==> src/hw/rtl/dds_pkg.sv <==
// Shared types and constants for the DAG dispatch scheduler.
// Holds channel payload structs, opcodes, status codes and the control interface.
// No dependencies.
`timescale 1ns / 1ps

package dds_pkg;

    localparam int MAX_NODES_DEF      = 64;
    localparam int DEVICE_CLASSES_DEF = 4;
    localparam int MAX_PER_DEVICE_DEF = 15;

    localparam int DEV_W  = 2;
    localparam int PRIO_W = 8;
    localparam int PEND_W = 7;
    localparam int CAP_W  = 4;
    localparam int NUM_CAP = 4;

    typedef enum logic [2:0] {
        OP_CLEAR    = 3'd0,
        OP_ADD_NODE = 3'd1,
        OP_ADD_DEP  = 3'd2,
        OP_DISPATCH = 3'd3,
        OP_COMPLETE = 3'd4
    } op_t;

    typedef enum logic [2:0] {
        ST_OK         = 3'd0,
        ST_NONE_FITS  = 3'd1,
        ST_STOPPED    = 3'd2,
        ST_ALL_DONE   = 3'd3,
        ST_TABLE_FULL = 3'd4,
        ST_BAD_REF    = 3'd5
    } status_t;

    typedef enum logic [3:0] {
        CMD_IDLE,
        CMD_CLEAR,
        CMD_ADD,
        CMD_EDGE_RD1,
        CMD_EDGE_RD2,
        CMD_EDGE_WR,
        CMD_SCAN_START,
        CMD_SCAN,
        CMD_GRANT,
        CMD_CPL_RD,
        CMD_CPL_FREE,
        CMD_SWEEP
    } cmd_code_t;

    typedef struct packed {
        logic [2:0]        op;
        logic [1:0]        node_device;
        logic signed [7:0] node_priority;
        logic [5:0]        target_node;
        logic [5:0]        source_node;
        logic              success;
    } req_t;

    typedef struct packed {
        logic [2:0] status;
        logic [5:0] granted_node;
        logic [1:0] granted_device;
        logic [5:0] running_count;
        logic [6:0] finished_count;
        logic [5:0] peak_running;
        logic [5:0] failed_node;
    } rsp_t;

    typedef struct packed {
        logic      latch;
        cmd_code_t code;
        logic      load_rsp;
        status_t   status;
    } cmd_t;

    typedef struct packed {
        logic add_full;
        logic add_bad_dev;
        logic edge_pre_bad;
        logic edge_bad;
        logic stopped;
        logic all_done;
        logic cpl_bad;
        logic success;
        logic walk_done;
        logic found;
    } flags_t;

endpackage

==> src/hw/rtl/dds_ctrl.sv <==
// Controller state machine for the DAG dispatch scheduler.
// Sequences datapath commands per operation; depends on dds_pkg.
`timescale 1ns / 1ps

module dds_ctrl (
    input  logic            clk,
    input  logic            rst_n,
    input  logic            req_valid,
    output logic            req_ready,
    input  logic [2:0]      req_op,
    output logic            rsp_valid,
    input  logic            rsp_ready,
    output dds_pkg::cmd_t   cmd,
    input  dds_pkg::flags_t flags
);

    typedef enum logic [2:0] {
        S_IDLE,
        S_DECODE,
        S_EDGE_RD,
        S_EDGE_CHK,
        S_SCAN,
        S_CPL,
        S_SWEEP,
        S_RESULT
    } state_t;

    state_t           state_reg, state_next;
    logic [2:0]       op_reg, op_next;
    dds_pkg::status_t status_reg, status_next;
    logic             rsp_valid_reg, rsp_valid_next;

    assign req_ready = (state_reg == S_IDLE);
    assign rsp_valid = rsp_valid_reg;

    always_comb
    begin
        state_next     = state_reg;
        op_next        = op_reg;
        status_next    = status_reg;
        rsp_valid_next = rsp_valid_reg;
        cmd.latch      = 1'b0;
        cmd.code       = dds_pkg::CMD_IDLE;
        cmd.load_rsp   = 1'b0;
        cmd.status     = status_reg;

        if (rsp_valid_reg && rsp_ready)
        begin
            rsp_valid_next = 1'b0;
        end

        unique case (state_reg)
            S_IDLE:
            begin
                if (req_valid)
                begin
                    cmd.latch  = 1'b1;
                    op_next    = req_op;
                    state_next = S_DECODE;
                end
            end
            S_DECODE:
            begin
                status_next = dds_pkg::ST_OK;
                state_next  = S_RESULT;
                unique case (op_reg)
                    dds_pkg::OP_CLEAR:
                    begin
                        cmd.code = dds_pkg::CMD_CLEAR;
                    end
                    dds_pkg::OP_ADD_NODE:
                    begin
                        if (flags.add_full)
                        begin
                            status_next = dds_pkg::ST_TABLE_FULL;
                        end
                        else if (flags.add_bad_dev)
                        begin
                            status_next = dds_pkg::ST_BAD_REF;
                        end
                        else
                        begin
                            cmd.code = dds_pkg::CMD_ADD;
                        end
                    end
                    dds_pkg::OP_ADD_DEP:
                    begin
                        if (flags.edge_pre_bad)
                        begin
                            status_next = dds_pkg::ST_BAD_REF;
                        end
                        else
                        begin
                            cmd.code   = dds_pkg::CMD_EDGE_RD1;
                            state_next = S_EDGE_RD;
                        end
                    end
                    dds_pkg::OP_DISPATCH:
                    begin
                        if (flags.stopped)
                        begin
                            status_next = dds_pkg::ST_STOPPED;
                        end
                        else if (flags.all_done)
                        begin
                            status_next = dds_pkg::ST_ALL_DONE;
                        end
                        else
                        begin
                            cmd.code   = dds_pkg::CMD_SCAN_START;
                            state_next = S_SCAN;
                        end
                    end
                    dds_pkg::OP_COMPLETE:
                    begin
                        if (flags.cpl_bad)
                        begin
                            status_next = dds_pkg::ST_BAD_REF;
                        end
                        else
                        begin
                            cmd.code   = dds_pkg::CMD_CPL_RD;
                            state_next = S_CPL;
                        end
                    end
                    default:
                    begin
                        status_next = dds_pkg::ST_BAD_REF;
                    end
                endcase
            end
            S_EDGE_RD:
            begin
                cmd.code   = dds_pkg::CMD_EDGE_RD2;
                state_next = S_EDGE_CHK;
            end
            S_EDGE_CHK:
            begin
                state_next = S_RESULT;
                if (flags.edge_bad)
                begin
                    status_next = dds_pkg::ST_BAD_REF;
                end
                else
                begin
                    cmd.code = dds_pkg::CMD_EDGE_WR;
                end
            end
            S_SCAN:
            begin
                if (flags.walk_done)
                begin
                    state_next = S_RESULT;
                    if (flags.found)
                    begin
                        cmd.code = dds_pkg::CMD_GRANT;
                    end
                    else
                    begin
                        status_next = dds_pkg::ST_NONE_FITS;
                    end
                end
                else
                begin
                    cmd.code = dds_pkg::CMD_SCAN;
                end
            end
            S_CPL:
            begin
                cmd.code = dds_pkg::CMD_CPL_FREE;
                if (flags.stopped || !flags.success)
                begin
                    status_next = dds_pkg::ST_STOPPED;
                    state_next  = S_RESULT;
                end
                else
                begin
                    state_next = S_SWEEP;
                end
            end
            S_SWEEP:
            begin
                if (flags.walk_done)
                begin
                    state_next = S_RESULT;
                end
                else
                begin
                    cmd.code = dds_pkg::CMD_SWEEP;
                end
            end
            S_RESULT:
            begin
                // hold until the previous result transfer has gone
                if (!rsp_valid_reg || rsp_ready)
                begin
                    cmd.load_rsp   = 1'b1;
                    rsp_valid_next = 1'b1;
                    state_next     = S_IDLE;
                end
            end
            default:
            begin
                state_next = S_IDLE;
            end
        endcase
    end

    always_ff @(posedge clk or negedge rst_n)
    begin
        if (!rst_n)
        begin
            state_reg     <= S_IDLE;
            op_reg        <= '0;
            status_reg    <= dds_pkg::ST_OK;
            rsp_valid_reg <= 1'b0;
        end
        else
        begin
            state_reg     <= state_next;
            op_reg        <= op_next;
            status_reg    <= status_next;
            rsp_valid_reg <= rsp_valid_next;
        end
    end

endmodule

==> config.mk <==
export PLATFORM = sky130hd
export DESIGN_NAME = dds_ctrl
export DESIGN_NICKNAME = d
export VERILOG_FILES = /design/src/hw/rtl/dds_pkg.sv /design/src/hw/rtl/dds_ctrl.sv
export SDC_FILE = /design/constraint.sdc
export NUM_CORES = 1
export LEC_CHECK = 0
export BUFFER_PORTS_ARGS = -buffer_cell sky130_fd_sc_hd__buf_2
export CORE_MARGIN = 1
export CORE_UTILIZATION = 43
export CTS_CLUSTER_DIAMETER = 120
export DETAILED_ROUTE_END_ITERATION = 8
export GPL_TIMING_DRIVEN = 1
export PLACE_DENSITY = 0.66
export SYNTH_ARGS = -nofsm -noshare
export SYNTH_HDL_FRONTEND = slang
export SYNTH_SLANG_ARGS = --single-unit
==> constraint.sdc <==
create_clock -name clk -period 1.7 [get_ports clk]
set_input_delay 0.34 -clock clk [delete_from_list [all_inputs] [get_ports clk]]
set_output_delay 0.34 -clock clk [all_outputs]
set_load 0.05 [all_outputs]
### Word-level counts from Yosys, hierarchy flattened

Index checks and enable logic that the tools add are counted.
W data, S select, Z words.

| cells by class | value |
|---|---|
| reduce and logical (&&, ||, !) cells | 12 |
| equal/unequal tests | 18 |
| mux-type cells | 41 |

Operator list:

| kind | number |
|---|---|
| $mux W3 | 15 |
| $pmux W4 S6 | 1 |
| $pmux W3 S7 | 1 |
| $pmux W4 S5 | 1 |
| $mux W2 | 8 |
| $mux W4 | 4 |
| $eq A3 B3 Y1 const B | 5 |
| $pmux W3 S5 | 1 |
| $eq A3 B2 Y1 const B | 4 |
| $ne A2 B2 Y1 const B | 6 |
| $pmux W3 S4 | 1 |
| $pmux W3 S3 | 1 |
| $mux W1 | 8 |
| $eq A3 B1 Y1 const B | 2 |
| $logic_not A3 Y1 | 2 |
| $reduce_and A5 Y1 | 1 |
| $reduce_bool A4 Y1 | 1 |
| $reduce_and A3 Y1 | 1 |
| $logic_not A1 Y1 | 2 |
| $logic_or A1 B1 Y1 | 2 |
| $ne A2 B1 Y1 const B | 1 |
| $reduce_and A2 Y1 | 1 |
| $reduce_or A2 Y1 | 1 |
| $logic_and A1 B1 Y1 | 1 |

| word-level totals | value |
|---|---|
| input bits | 17 |
| output and inout port bits | 11 |
| bits in registers | 10 |

### Depth between registers and ports, before layout

| depth | value |
|---|---|
| depth in word-level cells | 4 |
| depth in mapped cells | 5 |
| mapped depth without buffers | 4 |

### Worst setup path before layout

OpenSTA, ideal clock, no wires.

| timing | value |
|---|---|
| kind | register to output |
| start | register op_reg[0] |
| end | output cmd[5] in the netlist's numbering |
| setup slack | -1063 ps |
| stages on the path, launching flop included | 6 |
| buffers on the path | 1 |
| data arrival time | 2423 ps |
| required time | 1360 ps |
| cells stage by stage | dfrtp_1 buf_2 nor2_1 a21o_1 a21oi_1 o41ai_1 |

RTL lines:

| element | line | text |
|---|---|---|
| start: declaration | dds_ctrl.sv:29 | `logic [2:0] op_reg, op_next;` |
| start signal: assignment | dds_ctrl.sv:221 | `op_reg <= op_next;` |
| end: declaration | dds_ctrl.sv:13 | `output dds_pkg::cmd_t cmd,` |

==> results.md <==
* CTS sink cnt at 10
* Antenna violations before repair at 0
* Vias in the first global route at 830
* Placed inst area at around 1200 sq um
* Die H at roughly 47 um
* GP Congestion at 0.8833
* Number of flops mapped to enable cells by yosys at 0
* FMAX at approximately 520 MHz
* DR pass1 iterations at 4
* Syn Nets at between 100 and 150
* Hold crit path type: in2reg
* Via count at about 1100
* Routed Antenna Nets at 0
* Setup crit start kind: register
* Clock buffer count from CTS at 3
* Post-Route Skew at 0.2207 ps
* R2R depth at 5
* Clock transition at path regs at around 70 ps
* Register area share after synthesis at just under 30%
* Largest net degree at the start of global routing at 13
* Final setup fails at 7
* Clk pwr share at under 10%
* Final HPWL DP at about 1.7 mm
* # fillers at 113
* Total gr overflow at 0
* Std cell rows at 15
* Max VDD drop at approximately 1500 uV
* RSZ-0062 raised after global routing: true
* Critical path required time at between 1000 and 1500 ps
* Top cell type's share of synthesized area at 29.07%
* Worst-margin pin slew at approximately 340 ps
* Yosys top cell by area: dfrtp_1
* Net switching power at 1576 uW
* Crit Path Category: reg2out
* Finished Cell Area at 1474 sq um
* Gate power share at about 75%
* CTS root buffer: clkbuf_4
* Final worst path period share at 112.7%
* Via/cell ratio at about 5.6
* R2r startpoint: state_reg[0]
* Synthesis-stage register bit count at 10
* First-pass GRT wire length at 3.663 mm
* Clk_lat worst skew at about 280 ps
* Area grow syn2layout at 71.22%
* H-tree depth at 1
* Boundary Pins at 28
* Status: complete, but fails checks
* Final WS setup at -216.7 ps
* Average size of a mapped cell at 8.045 sq um
* Rel. slew slack at between 70 and 80%
* # DRC at 0
* Reg-to-reg slack, setup at -50 ps
* Int Power at about 1600 uW
* Buffers on Ports at 27
* Failing checks: negative setup slack
* CTS tree: done
* Share of cells above drive strength 1 at 61.35%
* MaxCap Viol Count at 0
* Leak pwr at 0.0006700 uW
* Primary FF master, synth: dfrtp_1
* Reg area at 257.7 sq um
* Setup tns final at -916.9 ps
* Min Clock Period, post-route at 1917 ps
* Final Hold Viols at 0
* DR WL/cell at 15.39 um
* Post-Route WL at 2.893 mm
* Multi-input gate area at 693.2 sq um
* Share of flip-flops with an asynchronous set or reset at 100.0%
* Number of distinct library cells after synthesis at 43
* Commonest cells post-synth: 11 x a21oi_1, 10 x dfrtp_1, 9 x a31oi_1, 9 x nor2_1
* Worst hold start: rsp_ready
* Overall Power at approximately 3100 uW
* R2r endpoint: status_reg[1]
* Pwr Density at 2125 nW/um^2
* Final hold slack at between 200 and 300 ps
* Area contributors post-synth: dfrtp_1 29%, a31oi_1 6.5%, a21oi_1 6.4%, nor2_1 3.9%, mux2_1 3.9%
* Fin nets at 181
* Dominant cell by count in the synthesized netlist: a21oi_1
* Max-slew violation count at 0
* Mapped Area at roughly 860 sq um
* Total GRT Usage at about a quarter
* Crit path max fanout at 4
* Switching Share at 50.32%
* N_diodes at 0
* Reg power frac at between 15 and 20%
* Worst Setup End Kind: output pin
* Yosys warning count at 0
* Core area at around 1800 sq um
* Starting DRT DRC Count at 20
* Initial core utilization at between 40% and 50%
* Die area at 2185 sq um
* Die Wd at approximately 47 um
* Post-Synthesis Cells at 107
* Clk buf depth at 2
* Critical path capture point: cmd[7]
* Place WS at -4.661 ps
* Worst Setup SP: op_reg[1]
* Arrival time at the worst endpoint at 1580 ps
metrics by stage:
| step | util (%) | instances |
|---|---|---|
| 2_1_floorplan | - | 107 |
| 3_3_place_gp | 65.90 | 169 |
| 3_5_place_dp | 65.90 | 169 |
| 4_1_cts | 72.29 | 176 |
| 5_1_grt | 81.81 | 188 |
| 6_report | 81.81 | 188 |
kinds of logic (layout without fill, tap and decap cells):
family	count (synthesis)	count (layout)	share of synthesized area, %
and+or+nand+nor	40	40	28.05
AOI/OAI and AO/OA	39	39	29.22
buffers and inverters	13	69	6.831
DFF	10	10	29.07
muxes	5	5	6.831
area by class of cell:
class | count | area share (%)
well taps | 25 | 2.122
repair buffers | 59 | 29.37
multi-input cells | 84 | 47.03
clock buffers | 4 | 2.462
inverters | 6 | 1.528
flip-flops and latches | 10 | 17.49
timing repair:
action	in CTS	in global routing
pin swaps	4	6
hold buffers	1	0
endpoints found under the setup margin	7	8
gates resized for setup	18	23
setup buffers	2	12
endpoints found under the hold margin	10	0
gates cloned	0	0
cell usage in the layout (no fill, tap or decap), types with 4 or more instances in the layout:
master / netlist / layout
a21oi_1: 11 / 8
a31oi_1: 9 / 8
buf_2: 5 / 20
buf_4: 1 / 28
buf_6: 0 / 8
clkbuf_4: 0 / 4
dfrtp_1: 10 / 4
dfrtp_2: 0 / 6
mux2_4: 1 / 4
nand2_1: 5 / 5
nor2_1: 9 / 6
nor3_1: 5 / 4
o21ai_1: 4 / 4
how the worst min path moves through the flow:
stage / end / slack, ps / cells after the start
floorplan: op_reg[0] / 40 / 0
global placement: status_reg[1] / 220 / 1
detailed placement: status_reg[2] / 220 / 1
CTS: rsp_valid / 280 / 2
global route: rsp_valid / 280 / 2
finish: rsp_valid / 270 / 2
power by group through the flow:
stage | combinational [uW] | clock, uW | sequential [uW]
CTS | 1920 | 229 | 558
detailed placement | 1770 | 0 | 560
global placement | 1760 | 0 | 557
finish | 2350 | 229 | 552
floorplan | 1260 | 0 | 625
global route | 2490 | 246 | 571
critical path, cell delays in order (launching register included):
cell     delay (ps)
dfrtp_2         440
nor4b_2         370
a21oi_2         120
mux2i_4         150
buf_4           220
metal layers:
metal / routed length, um / part of all wire [%] / vias up / GRT usage, %
met1: 1264 / 44 / 486 / 31.01
met5: 0 / 0 / - / 0
met2: 1405 / 49 / 45 / 40.83
li1: - / - / 512 / -
met3: 146 / 5.0 / 10 / 3.462
met4: 76 / 2.6 / 0 / 6.857
Note: power is estimated with default switching activity, not from simulation.
